[src/hdl/rvn_pkg.sv]
// -----------------------------------------------------------------------------
// rvn_pkg
// Shared widths, codes and handshake structs of the RMS vector normalizer.
// -----------------------------------------------------------------------------
`default_nettype none

package rvn_pkg;

  // Field widths
  localparam int ElemW     = 24;
  localparam int WeightW   = 16;
  localparam int LenW      = 13;
  localparam int InDataW   = ((ElemW + WeightW + 7) / 8) * 8;
  localparam int OutDataW  = ((ElemW + 7) / 8) * 8;

  // Vector length limits
  localparam int MaxLength   = 4096;
  localparam int CntW        = $clog2(MaxLength + 1);
  localparam int VecLenReset = 4096;

  // Accumulator and factor
  localparam int SumW      = 60;
  localparam int FactorW   = 32;
  localparam int FactorFrac = 22;
  localparam int WeightFrac = 14;
  localparam int EpsQ32    = 42950;

  // Serial multiplier: signed multiplicand, two's complement multiplier
  localparam int MulAW     = 35;
  localparam int MulBW     = FactorW + 1;
  localparam int ProdW     = MulAW + 1 + MulBW;

  // Serial divider and square root
  localparam int DivSteps  = 77;
  localparam int DivDvdW   = DivSteps;
  localparam int DivDvsW   = SumW + 1;
  localparam int QuoW      = 64;
  localparam int SqrtSteps = QuoW / 2;

  // Configuration port
  localparam int CfgIdxW   = 2;
  localparam int CfgDataW  = LenW;
  localparam logic [CfgIdxW-1:0] RegVectorLength = 2'd0;
  localparam logic [CfgIdxW-1:0] RegApplyWeight  = 2'd1;

  // Item codes
  localparam logic CmdAccumulate  = 1'b0;
  localparam logic CmdScale       = 1'b1;
  localparam logic StatusOk       = 1'b0;
  localparam logic StatusNotReady = 1'b1;

  typedef struct packed {
    logic             start;
    logic [MulAW-1:0] mcand;
    logic [MulBW-1:0] mplier;
  } mul_req_t;

  typedef struct packed {
    logic             done;
    logic [ProdW-1:0] product;
  } mul_rsp_t;

  typedef struct packed {
    logic            start;
    logic [SumW-1:0] sum;
    logic [CntW-1:0] len;
  } fac_req_t;

  typedef struct packed {
    logic               done;
    logic [FactorW-1:0] factor;
  } fac_rsp_t;

endpackage

`default_nettype wire

[src/hdl/rms_vector_normalizer_core.sv]
// -----------------------------------------------------------------------------
// rms_vector_normalizer_core
// Two-pass RMS normalization in fixed point: accumulate squares, form the
// inverse RMS factor, then scale elements by factor and weight when weighting is on.
//
//   channel | direction | tdata (low bit up)             | tuser
//   s_axis  | in        | element_value, norm_weight     | command
//   m_axis  | out       | normalized_value               | status
//   cfg     | in        | write enable, index, data      | -
//
// Accumulate item: one bit-serial multiply (33 steps) squares the element.
// Last item of a vector: the factor unit then runs
//   (two 77-step serial divisions and a 32-step square root).
// Scale item: two serial multiplies when weighted, none otherwise.
// One item at a time; a finished result waits in the output register.
// Reset clears the control state and the accumulator at once; no clearing pass.
// -----------------------------------------------------------------------------
`default_nettype none

module rms_vector_normalizer_core (
  input  logic                         clk_i,
  input  logic                         rst_ni,
  input  logic                         cfg_we_i,
  input  logic [rvn_pkg::CfgIdxW-1:0]  cfg_index_i,
  input  logic [rvn_pkg::CfgDataW-1:0] cfg_data_i,
  input  logic                         s_axis_tvalid_i,
  output logic                         s_axis_tready_o,
  input  logic [rvn_pkg::InDataW-1:0]  s_axis_tdata_i,  // element_value, norm_weight
  input  logic                         s_axis_tuser_i,  // command
  output logic                         m_axis_tvalid_o,
  input  logic                         m_axis_tready_i,
  output logic [rvn_pkg::OutDataW-1:0] m_axis_tdata_o,  // normalized_value
  output logic                         m_axis_tuser_o   // status
);
  import rvn_pkg::*;

  localparam logic [2:0] StIdle   = 3'd0;
  localparam logic [2:0] StSquare = 3'd1;
  localparam logic [2:0] StFactor = 3'd2;
  localparam logic [2:0] StScaleX = 3'd3;
  localparam logic [2:0] StScaleW = 3'd4;
  localparam logic [2:0] StResult = 3'd5;

  localparam logic [ProdW-1:0] RndX = ProdW'(1) << (FactorFrac - 1);
  localparam logic [ProdW-1:0] RndW = ProdW'(1) << (WeightFrac - 1);
  localparam int YW = ProdW - WeightFrac;

  logic [2:0]         state_q, state_d;
  logic [LenW-1:0]    vec_len_q;
  logic               apply_w_q;
  logic [SumW-1:0]    sum_q, sum_d;
  logic [CntW-1:0]    count_q, count_d;
  logic [FactorW-1:0] inv_q, inv_d;
  logic               ready_q, ready_d;
  logic [WeightW-1:0] w_q;
  logic [ElemW-1:0]   res_val_q, res_val_d;
  logic               res_st_q, res_st_d;
  logic               out_val_q;
  logic [ElemW-1:0]   out_data_q;
  logic               out_user_q;

  logic               in_acc, out_free;
  logic [ElemW-1:0]   elem;
  logic [WeightW-1:0] wgt;
  logic [CntW-1:0]    len_eff, count_new;
  logic [SumW-1:0]    base_sum;
  logic [SumW:0]      sum_add;
  logic [ProdW-1:0]   t_sum, y_sum;
  logic [MulAW-1:0]   t_val;
  logic [YW-1:0]      y_wide;
  logic [ElemW-1:0]   y_sat;

  mul_req_t mul_req;
  mul_rsp_t mul_rsp;
  fac_req_t fac_req;
  fac_rsp_t fac_rsp;

  rvn_mul u_mul (
    .clk_i  (clk_i),
    .rst_ni (rst_ni),
    .req_i  (mul_req),
    .rsp_o  (mul_rsp)
  );

  rvn_factor u_factor (
    .clk_i  (clk_i),
    .rst_ni (rst_ni),
    .req_i  (fac_req),
    .rsp_o  (fac_rsp)
  );

  assign s_axis_tready_o = (state_q == StIdle);
  assign in_acc   = s_axis_tvalid_i && s_axis_tready_o;
  assign out_free = !out_val_q || m_axis_tready_i;
  assign elem     = s_axis_tdata_i[ElemW-1:0];
  assign wgt      = s_axis_tdata_i[ElemW +: WeightW];

  always_comb begin
    if (vec_len_q == '0) begin
      len_eff = CntW'(1);
    end else if (32'(vec_len_q) > MaxLength) begin
      len_eff = CntW'(MaxLength);
    end else begin
      len_eff = CntW'(vec_len_q);
    end
  end

  always_comb begin
    base_sum  = ready_q ? '0 : sum_q;
    count_new = (ready_q ? '0 : count_q) + 1'b1;
    sum_add   = {1'b0, base_sum} + (SumW + 1)'(mul_rsp.product[2*ElemW-1:0]);
    t_sum     = mul_rsp.product + RndX;
    t_val     = t_sum[FactorFrac +: MulAW];
    y_sum     = mul_rsp.product + RndW;
    y_wide    = y_sum[ProdW-1:WeightFrac];
    if ((y_wide[YW-1:ElemW-1] == '0) || (y_wide[YW-1:ElemW-1] == '1)) begin
      y_sat = y_wide[ElemW-1:0];
    end else if (y_wide[YW-1]) begin
      y_sat = {1'b1, {(ElemW-1){1'b0}}};
    end else begin
      y_sat = {1'b0, {(ElemW-1){1'b1}}};
    end
  end

  always_comb begin
    state_d   = state_q;
    sum_d     = sum_q;
    count_d   = count_q;
    inv_d     = inv_q;
    ready_d   = ready_q;
    res_val_d = res_val_q;
    res_st_d  = res_st_q;
    mul_req.start  = 1'b0;
    mul_req.mcand  = {{(MulAW-ElemW){elem[ElemW-1]}}, elem};
    mul_req.mplier = {{(MulBW-ElemW){elem[ElemW-1]}}, elem};
    fac_req.start  = 1'b0;
    fac_req.sum    = sum_add[SumW] ? '1 : sum_add[SumW-1:0];
    fac_req.len    = len_eff;

    case (state_q)
      StIdle: begin
        if (in_acc) begin
          if (s_axis_tuser_i == CmdAccumulate) begin
            mul_req.start = 1'b1;
            state_d       = StSquare;
          end else if (!apply_w_q) begin
            res_val_d = elem;
            res_st_d  = StatusOk;
            state_d   = StResult;
          end else if (!ready_q) begin
            res_val_d = '0;
            res_st_d  = StatusNotReady;
            state_d   = StResult;
          end else begin
            mul_req.start  = 1'b1;
            mul_req.mplier = {1'b0, inv_q};
            state_d        = StScaleX;
          end
        end
      end
      StSquare: begin
        if (mul_rsp.done) begin
          sum_d   = fac_req.sum;
          count_d = count_new;
          ready_d = 1'b0;
          if (count_new >= len_eff) begin
            fac_req.start = 1'b1;
            state_d       = StFactor;
          end else begin
            state_d = StIdle;
          end
        end
      end
      StFactor: begin
        if (fac_rsp.done) begin
          inv_d   = fac_rsp.factor;
          ready_d = 1'b1;
          state_d = StIdle;
        end
      end
      StScaleX: begin
        if (mul_rsp.done) begin
          mul_req.start  = 1'b1;
          mul_req.mcand  = t_val;
          mul_req.mplier = {{(MulBW-WeightW){w_q[WeightW-1]}}, w_q};
          state_d        = StScaleW;
        end
      end
      StScaleW: begin
        if (mul_rsp.done) begin
          res_val_d = y_sat;
          res_st_d  = StatusOk;
          state_d   = StResult;
        end
      end
      StResult: begin
        if (out_free) begin
          state_d = StIdle;
        end
      end
      default: state_d = StIdle;
    endcase
  end

  always_ff @(posedge clk_i or negedge rst_ni) begin
    if (!rst_ni) begin
      state_q   <= StIdle;
      vec_len_q <= LenW'(VecLenReset);
      apply_w_q <= 1'b1;
      sum_q     <= '0;
      count_q   <= '0;
      inv_q     <= '0;
      ready_q   <= 1'b0;
      out_val_q <= 1'b0;
    end else begin
      state_q <= state_d;
      sum_q   <= sum_d;
      count_q <= count_d;
      inv_q   <= inv_d;
      ready_q <= ready_d;
      if (cfg_we_i) begin
        case (cfg_index_i)
          RegVectorLength: vec_len_q <= cfg_data_i[LenW-1:0];
          RegApplyWeight:  apply_w_q <= cfg_data_i[0];
          default: ;
        endcase
      end
      if (state_q == StResult && out_free) begin
        out_val_q <= 1'b1;
      end else if (m_axis_tready_i) begin
        out_val_q <= 1'b0;
      end
    end
  end

  always_ff @(posedge clk_i) begin
    res_val_q <= res_val_d;
    res_st_q  <= res_st_d;
    if (in_acc) begin
      w_q <= wgt;
    end
    if (state_q == StResult && out_free) begin
      out_data_q <= res_val_q;
      out_user_q <= res_st_q;
    end
  end

  assign m_axis_tvalid_o = out_val_q;
  assign m_axis_tdata_o  = OutDataW'(out_data_q);
  assign m_axis_tuser_o  = out_user_q;

  a_fac_done_state: assert property (@(posedge clk_i) disable iff (!rst_ni)
    fac_rsp.done |-> state_q == StFactor)
    else $error("factor done outside factor state");

  a_mul_done_state: assert property (@(posedge clk_i) disable iff (!rst_ni)
    mul_rsp.done |-> (state_q == StSquare || state_q == StScaleX || state_q == StScaleW))
    else $error("multiplier done with no multiply pending");

  a_ready_count: assert property (@(posedge clk_i) disable iff (!rst_ni)
    ready_q |-> count_q != '0)
    else $error("factor ready with empty vector");

  a_not_ready_zero: assert property (@(posedge clk_i) disable iff (!rst_ni)
    (m_axis_tvalid_o && m_axis_tuser_o == StatusNotReady) |-> m_axis_tdata_o == '0)
    else $error("not-ready result carries a value");

  a_acc_to_square: assert property (@(posedge clk_i) disable iff (!rst_ni)
    (in_acc && s_axis_tuser_i == CmdAccumulate) |=> state_q == StSquare)
    else $error("accumulate item did not start squaring");

endmodule

`default_nettype wire

[src/hdl/rvn_mul.sv]
// -----------------------------------------------------------------------------
// rvn_mul
// Bit-serial signed multiplier: one multiplier bit per cycle, right-shifting
// product register, sign step of the multiplier subtracts.
// -----------------------------------------------------------------------------
`default_nettype none

module rvn_mul (
  input  logic              clk_i,
  input  logic              rst_ni,
  input  rvn_pkg::mul_req_t req_i,
  output rvn_pkg::mul_rsp_t rsp_o
);
  import rvn_pkg::*;

  localparam int CntBits = $clog2(MulBW);
  localparam logic [CntBits-1:0] LastStep = CntBits'(MulBW - 1);

  logic               busy_q, busy_d;
  logic               done_q, done_d;
  logic [CntBits-1:0] cnt_q, cnt_d;
  logic [MulAW-1:0]   mc_q;
  logic [MulAW:0]     hi_q, hi_d;
  logic [MulBW-1:0]   lo_q, lo_d;
  logic [MulAW+1:0]   mc_ext, hi_ext, step_sum;

  always_comb begin
    mc_ext = {{2{mc_q[MulAW-1]}}, mc_q};
    hi_ext = {hi_q[MulAW], hi_q};
    if (!lo_q[0]) begin
      step_sum = hi_ext;
    end else if (cnt_q == LastStep) begin
      step_sum = hi_ext - mc_ext;
    end else begin
      step_sum = hi_ext + mc_ext;
    end
    hi_d   = step_sum[MulAW+1:1];
    lo_d   = {step_sum[0], lo_q[MulBW-1:1]};
    busy_d = busy_q;
    done_d = 1'b0;
    cnt_d  = cnt_q;
    if (req_i.start) begin
      busy_d = 1'b1;
      cnt_d  = '0;
    end else if (busy_q) begin
      cnt_d = cnt_q + 1'b1;
      if (cnt_q == LastStep) begin
        busy_d = 1'b0;
        done_d = 1'b1;
      end
    end
  end

  always_ff @(posedge clk_i or negedge rst_ni) begin
    if (!rst_ni) begin
      busy_q <= 1'b0;
      done_q <= 1'b0;
      cnt_q  <= '0;
    end else begin
      busy_q <= busy_d;
      done_q <= done_d;
      cnt_q  <= cnt_d;
    end
  end

  always_ff @(posedge clk_i) begin
    if (req_i.start) begin
      mc_q <= req_i.mcand;
      hi_q <= '0;
      lo_q <= req_i.mplier;
    end else if (busy_q) begin
      hi_q <= hi_d;
      lo_q <= lo_d;
    end
  end

  assign rsp_o.done    = done_q;
  assign rsp_o.product = {hi_q, lo_q};

endmodule

`default_nettype wire

[src/hdl/rvn_factor.sv]
// -----------------------------------------------------------------------------
// rvn_factor
// Inverse RMS factor: serial mean division, serial reciprocal division of
// 2^76 by (mean + eps), then a serial integer square root, one bit a cycle.
// -----------------------------------------------------------------------------
`default_nettype none

module rvn_factor (
  input  logic              clk_i,
  input  logic              rst_ni,
  input  rvn_pkg::fac_req_t req_i,
  output rvn_pkg::fac_rsp_t rsp_o
);
  import rvn_pkg::*;

  localparam int CntBits = $clog2(DivSteps);
  localparam logic [1:0] FIdle = 2'd0;
  localparam logic [1:0] FDiv  = 2'd1;
  localparam logic [1:0] FSqrt = 2'd2;
  localparam logic [DivDvdW-1:0] RecipDvd = DivDvdW'(1) << (DivSteps - 1);

  logic [1:0]         state_q, state_d;
  logic               recip_q, recip_d;
  logic               done_q, done_d;
  logic [CntBits-1:0] cnt_q, cnt_d;

  logic [DivDvdW-1:0] dvd_q, dvd_d;
  logic [DivDvsW-1:0] dvs_q, dvs_d;
  logic [DivDvsW-1:0] rem_q, rem_d;
  logic [QuoW-1:0]    quo_q, quo_d;
  logic [QuoW-1:0]    rad_q, rad_d;
  logic [FactorW-1:0] root_q, root_d;
  logic [FactorW+1:0] srem_q, srem_d;

  logic [DivDvsW:0]   rem_sh, rem_sub;
  logic               div_ge;
  logic [FactorW+3:0] sq_try, sq_sub;
  logic               sq_ge;

  always_comb begin
    rem_sh  = {rem_q, dvd_q[DivDvdW-1]};
    rem_sub = rem_sh - {1'b0, dvs_q};
    div_ge  = rem_sh >= {1'b0, dvs_q};
    sq_try  = {srem_q, rad_q[QuoW-1:QuoW-2]};
    sq_sub  = sq_try - {2'b00, root_q, 2'b01};
    sq_ge   = sq_try >= {2'b00, root_q, 2'b01};

    state_d = state_q;
    recip_d = recip_q;
    done_d  = 1'b0;
    cnt_d   = cnt_q;
    dvd_d   = dvd_q;
    dvs_d   = dvs_q;
    rem_d   = rem_q;
    quo_d   = quo_q;
    rad_d   = rad_q;
    root_d  = root_q;
    srem_d  = srem_q;

    case (state_q)
      FIdle: begin
        if (req_i.start) begin
          state_d = FDiv;
          recip_d = 1'b0;
          cnt_d   = '0;
          dvd_d   = DivDvdW'(req_i.sum);
          dvs_d   = DivDvsW'(req_i.len);
          rem_d   = '0;
          quo_d   = '0;
        end
      end
      FDiv: begin
        rem_d = div_ge ? rem_sub[DivDvsW-1:0] : rem_sh[DivDvsW-1:0];
        quo_d = {quo_q[QuoW-2:0], div_ge};
        dvd_d = dvd_q << 1;
        cnt_d = cnt_q + 1'b1;
        if (cnt_q == CntBits'(DivSteps - 1)) begin
          cnt_d = '0;
          if (!recip_q) begin
            recip_d = 1'b1;
            dvd_d   = RecipDvd;
            dvs_d   = quo_d[DivDvsW-1:0] + DivDvsW'(EpsQ32);
            rem_d   = '0;
            quo_d   = '0;
          end else begin
            state_d = FSqrt;
            rad_d   = quo_d;
            root_d  = '0;
            srem_d  = '0;
          end
        end
      end
      FSqrt: begin
        srem_d = sq_ge ? sq_sub[FactorW+1:0] : sq_try[FactorW+1:0];
        root_d = {root_q[FactorW-2:0], sq_ge};
        rad_d  = rad_q << 2;
        cnt_d  = cnt_q + 1'b1;
        if (cnt_q == CntBits'(SqrtSteps - 1)) begin
          state_d = FIdle;
          done_d  = 1'b1;
        end
      end
      default: state_d = FIdle;
    endcase
  end

  always_ff @(posedge clk_i or negedge rst_ni) begin
    if (!rst_ni) begin
      state_q <= FIdle;
      recip_q <= 1'b0;
      done_q  <= 1'b0;
      cnt_q   <= '0;
    end else begin
      state_q <= state_d;
      recip_q <= recip_d;
      done_q  <= done_d;
      cnt_q   <= cnt_d;
    end
  end

  always_ff @(posedge clk_i) begin
    dvd_q  <= dvd_d;
    dvs_q  <= dvs_d;
    rem_q  <= rem_d;
    quo_q  <= quo_d;
    rad_q  <= rad_d;
    root_q <= root_d;
    srem_q <= srem_d;
  end

  assign rsp_o.done   = done_q;
  assign rsp_o.factor = root_q;

endmodule

`default_nettype wire
[config.mk]
export PLATFORM = sky130hd
export DESIGN_NAME = rms_vector_normalizer_core
export DESIGN_NICKNAME = d
export VERILOG_FILES = /design/src/hdl/rvn_pkg.sv /design/src/hdl/rms_vector_normalizer_core.sv /design/src/hdl/rvn_mul.sv /design/src/hdl/rvn_factor.sv
export SDC_FILE = /design/constraint.sdc
export NUM_CORES = 2
export LEC_CHECK = 0
export BUFFER_PORTS_ARGS = -buffer_cell sky130_fd_sc_hd__buf_2
export CAP_MARGIN = 10
export CORE_MARGIN = 1
export CORE_UTILIZATION = 59
export CTS_BUF_LIST = sky130_fd_sc_hd__clkbuf_2 sky130_fd_sc_hd__clkbuf_4 sky130_fd_sc_hd__clkbuf_8
export DETAILED_ROUTE_END_ITERATION = 8
export GPL_TIMING_DRIVEN = 0
export PLACE_DENSITY = 0.9
export SLEW_MARGIN = 40
export SYNTH_ARGS = -nofsm -noshare
export SYNTH_HDL_FRONTEND = slang
export SYNTH_SLANG_ARGS = --single-unit
[constraint.sdc]
create_clock -name clk_i -period 19.25 [get_ports clk_i]
set_clock_uncertainty 0.15 [all_clocks]
set_input_delay 1.925 -clock clk_i [delete_from_list [all_inputs] [get_ports clk_i]]
set_output_delay 1.925 -clock clk_i [all_outputs]
set_load 0.02 [all_outputs]
==> results <==
- The worst setup path endpoint is u_factor.dvs_q[10]$_DFFE_PP_.
- The initial utilization of the core area, before any placement, comes to 59.7%.
- Setup repair after global routing left no endpoint under its margin.
- The worst hold path passes through 0 cells.
- The share of power burned in combinational logic is between 20 and 30%.
- Along the worst path, the maximum fanout reaches 49.
- The post-synthesis instance area is 0.0436 mm^2.
- At the later pin of the worst-skew pair, clock insertion delay measures between 0.7 and 0.8 ns.
- The internal portion of the total power is approximately 0.003 W.
- The average size of a mapped cell is 9.80 um^2.
- The total iterations of the first detailed-routing run is 9.
- For this design the ratio of total power to cell area is between 90 and 100 mW/mm^2.
- The via count normalized by instance count is 6.35.
- The tree is rooted in a clkbuf_8.
- The H-tree level count is 3.
- The via count is around 36,000.
- The pin count of the biggest net entering global routing is 67.
- The die is around 270 um tall.
- The cell type with the largest total area after synthesis is edfxtp_1.
- Counting flops and latches in the post-synthesis netlist gives 705.
- For this run the aggregate overflow at the end of global routing stands at 0.
- For this design the static power due to leakage is 19.5 nW.
- The endpoint required time on the critical path is 19.57 ns.
- IR analysis of the VDD net gives a maximum drop of 69.0 uV.
- For this design the total switching power over the nets is 0.00163 W.
- The final setup TNS is 0 ns.
- The min-delay analysis places its worst path in the category reg2reg.
- The switching part of the total is between 30% and 40%.
- For this run, global-route usage on met3 was measured as 6.20%.
- The number of synthesized flops with an enable pin is 526.
- The most used routing layer is met2.
- The count of pins on the block boundary is 88.
- The number of buffers inserted to repair setup after CTS is 0.
- After detailed routing, the total wire length is around 120,000 um.
- Synthesis handed over a netlist of 4,449 instances.
- For this run, the leading register cell type out of synthesis is edfxtp_1.
- The initialized floorplan defines 99 standard-cell rows.
- The hold violation total from the final report is 0.
- The floorplan step defined a die boundary enclosing 0.0750 mm^2.
- Clock-pin slew was measured on the worst setup and hold paths at 0.06 ns.
- The number of pins exceeding their max-slew limit in the final report came to 0.
- In the final routed layout, each cell accounts on average for 21.0 um.
- TritonCTS built the clock tree.
- In this run the register-to-register setup slack is 12.47 ns.
- The final reports fail on design-rule violations.
- The initial antenna violation count is 2.
- The worst setup path is captured at a flop.
- The worst path meets setup with 12.47 ns of slack.
- In this run the horizontal extent of the chip is ~270 um.
- Data on the critical path arrives at its endpoint at 7.10 ns.
- The first-pass GRT wire length is roughly 190,000 um.
- Setup violations remaining at the end of the flow were counted as 0.
- The Yosys step of the flow raised 0 warnings.
- STA classifies the critical path startpoint as a flop.
- The final cycle utilization of the critical path is 35.2%.
- The slew at the pin closest to its max-slew limit is 0.957 ns.
- Ranked by total cell area, the synthesized netlist is headed by edfxtp_1 (36%), dfrtp_1 (8.1%), ha_1 (5.9%), nor2_1 (3.8%), nand2_1 (3.7%).
- The start point of the critical path is ready_q$_DFFE_PN0P_.
- The flow ran to the end, but the final reports show violations.
- Post-CTS repair changed the size of 0 cells.
- Global routing consumed, on the met1 layer, between 40 and 50% of the routing resources.
- Buffers inserted during clock tree synthesis total between 100 and 150.
- Counting I/O delays and the setup requirement, the final critical path takes a little under 7 ns.
- The worst pin sits at a relative slew slack of 35.6%.
- The via count of the first global-routing pass came to roughly 35,000.
- Counting every net in the synthesized netlist gives 4,718.
- In this run the critical register-to-register path is captured at u_factor.dvs_q[10]$_DFFE_PP_.
- The design draws 0.00470 W.
- After clock tree synthesis, the flow added hold-fix buffers numbering 0.
- The tool flagged a number of max-cap violations equal to 0.
- The clock drives 705 sinks.
- The residual DRC count is 4.
- The sequential cell fraction of total power is 40.9%.
- The area fraction of the dominant cell type after synthesis is 36.2%.
- The proportion of layout cells with a drive suffix above 1 is ~10%.
- The global routing usage summed across all routing layers is 31.8%.
- The number of different library cells in the post-synthesis netlist is 91.
- The area of the core is between 0.07 and 0.08 mm^2.
- The sequential element share of the synthesized area is 46.1%.
- The count of nets left with antenna violations once routing finished came out at 0.
- The reg-to-reg critical path startpoint is ready_q$_DFFE_PN0P_.
- The area growth from synthesis to layout is 10.9%.
- The number of cells on the worst reg-to-reg path is 22.
- After synthesis, the share of flip-flops with an asynchronous set or reset is slightly above 20%.
- Measured on the finished design, the core utilization comes to 66.1%.
- The met2 global-route usage is between 40% and 50%.
- The critical setup path kind is reg2reg.
- The placer congestion estimate is slightly below 1.
- Derived from the worst setup path, the maximum achievable clock frequency is ~150 MHz.
- For this block, the initial DRC count from the detailed router was between 5,000 and 6,000.
- The count of input and output buffers is between 80 and 90.
- Counting along the longest clock path gives a buffer depth of 3.
- At the placement stage, the worst setup path has a slack of 12.79 ns.
- The clock network fraction of total power is 30.1%.
- The final layout net count is 4,949.
- The sum of net half-perimeters after detailed placement is 88,900 um.
## state kept, by name, indices dropped and copies added (netlist names), 33 cells and up
signal,count
sum_q,60
u_factor.dvd_q,77
u_factor.dvs_q,61
u_factor.quo_q,63
u_factor.rad_q,64
u_factor.rem_q,61
u_factor.srem_q,34
u_mul.hi_q,36
u_mul.lo_q,33
u_mul.mc_q,35
## cell usage after synthesis, types with 107 or more instances
master	instances
mux2i_1	146
edfxtp_1	526
xor2_1	166
xnor2_1	182
nor2_1	444
ha_1	205
a21oi_1	257
nand2_1	432
o21ai_0	287
clkbuf_1	202
nand3_1	107
dfrtp_1	141
inv_1	177
## final cells by class
cell class | instances | area (um^2)
clock inverters | 48 | 443
clock buffers | 161 | 2030
flip-flops and latches | 705 | 20100
fillers | 5249 | 24800
multi-input cells | 3331 | 22000
repair buffers | 117 | 951
inverters | 178 | 668
plain buffers | 235 | 953
diodes | 2 | 5.00
well taps | 959 | 1200
## power by group through the flow
stage | Combinational (W) | Clock [W] | Sequential (W)
finish | 0.00136 | 0.00141 | 0.00192
global route | 0.00149 | 0.00148 | 0.00192
CTS | 0.00133 | 0.00142 | 0.00191
detailed placement | 0.00132 | 0 | 0.00194
global placement | 0.00128 | 0 | 0.00194
floorplan | 0.00100 | 0 | 0.00188
## metrics by stage
stage,instances,hold slack (ns),area [um^2]
5_1_grt,5735,0.275,48300
3_3_place_gp,5495,0.255,45200
6_report,5736,0.271,48300
4_1_cts,5733,0.269,48300
2_1_floorplan,4449,0.250,43600
3_5_place_dp,5524,0.255,45800
## how the worst min path moves through the flow
| stage | start | endpoint | slack, ns |
|---|---|---|---|
| floorplan | res_val_q[0]$_DFFE_PP_ | m_axis_tdata_o[0]$_DFFE_PP_ | 0.25 |
| global placement | res_val_q[8]$_DFFE_PP_ | m_axis_tdata_o[8]$_DFFE_PP_ | 0.26 |
| detailed placement | res_val_q[1]$_DFFE_PP_ | m_axis_tdata_o[1]$_DFFE_PP_ | 0.25 |
| CTS | res_val_q[1]$_DFFE_PP_ | m_axis_tdata_o[1]$_DFFE_PP_ | 0.27 |
| global route | res_val_q[1]$_DFFE_PP_ | m_axis_tdata_o[1]$_DFFE_PP_ | 0.28 |
| finish | res_val_q[1]$_DFFE_PP_ | m_axis_tdata_o[1]$_DFFE_PP_ | 0.27 |
## placed cells by master (no fill, tap or decap), types with 13 or more instances in the layout
cell | Yosys | routed
mux2i_1 | 146 | 146
nand3_1 | 107 | 107
inv_1 | 177 | 177
and2_1 | 96 | 95
nor2b_1 | 80 | 79
nor2_1 | 444 | 442
edfxtp_1 | 526 | 526
dfrtp_1 | 141 | 141
o211ai_1 | 17 | 17
clkinv_2 | 0 | 18
o21ai_1 | 14 | 13
nand2_1 | 432 | 431
ha_1 | 205 | 205
a221oi_1 | 27 | 27
nand2b_1 | 51 | 51
buf_2 | 18 | 108
clkbuf_8 | 4 | 136
nand4_1 | 73 | 73
and3_1 | 34 | 34
a21oi_1 | 257 | 257
clkbuf_4 | 0 | 30
clkbuf_1 | 202 | 197
xor2_1 | 166 | 166
o21a_1 | 35 | 35
a211oi_1 | 51 | 51
nor4_1 | 18 | 18
or3_1 | 35 | 35
a31oi_1 | 43 | 43
o31ai_1 | 25 | 23
dfxtp_1 | 36 | 36
nor3_1 | 68 | 67
clkinv_1 | 1 | 16
xnor2_1 | 182 | 182
o221ai_1 | 22 | 22
a21o_1 | 100 | 100
o21ai_0 | 287 | 286
mux2_2 | 103 | 103
o21bai_1 | 27 | 27
buf_8 | 0 | 15
## cell families after synthesis
logic type      after synthesis  share of synthesized area, %
xor+xnor                    348                          6.99
mux                         250                          6.06
buf+inv                     413                          3.70
fa+ha+maj                   208                          6.02
flops                       705                          46.1
simple gates               1511                          16.6
compound gates             1014                          14.5
## worst max-delay path, cell delays in order, from the launching register on
cell       delay, ns
dfrtp_1         0.36
clkbuf_1        0.59
clkbuf_1        0.52
clkbuf_1        0.53
nor2b_1         0.11
ha_1            0.33
ha_1            0.31
a21o_1          0.16
a21o_1          0.17
a21o_1          0.17
a21o_1          0.16
a2111oi_0       0.60
o21ai_0         0.33
nand4_1         0.29
o21ai_4         0.20
buf_8           0.22
buf_8           0.16
buf_8           0.16
buf_8           0.16
buf_8           0.17
buf_16          0.17
and2_4          0.24
buf_12          0.22
## routing by layer
metal	vias up	share of wire, %
li1	16561	-
met1	17451	40
met2	2041	45
met3	366	10
met4	0	4.3
met5	-	0
Power figures use the tool's default switching activity.
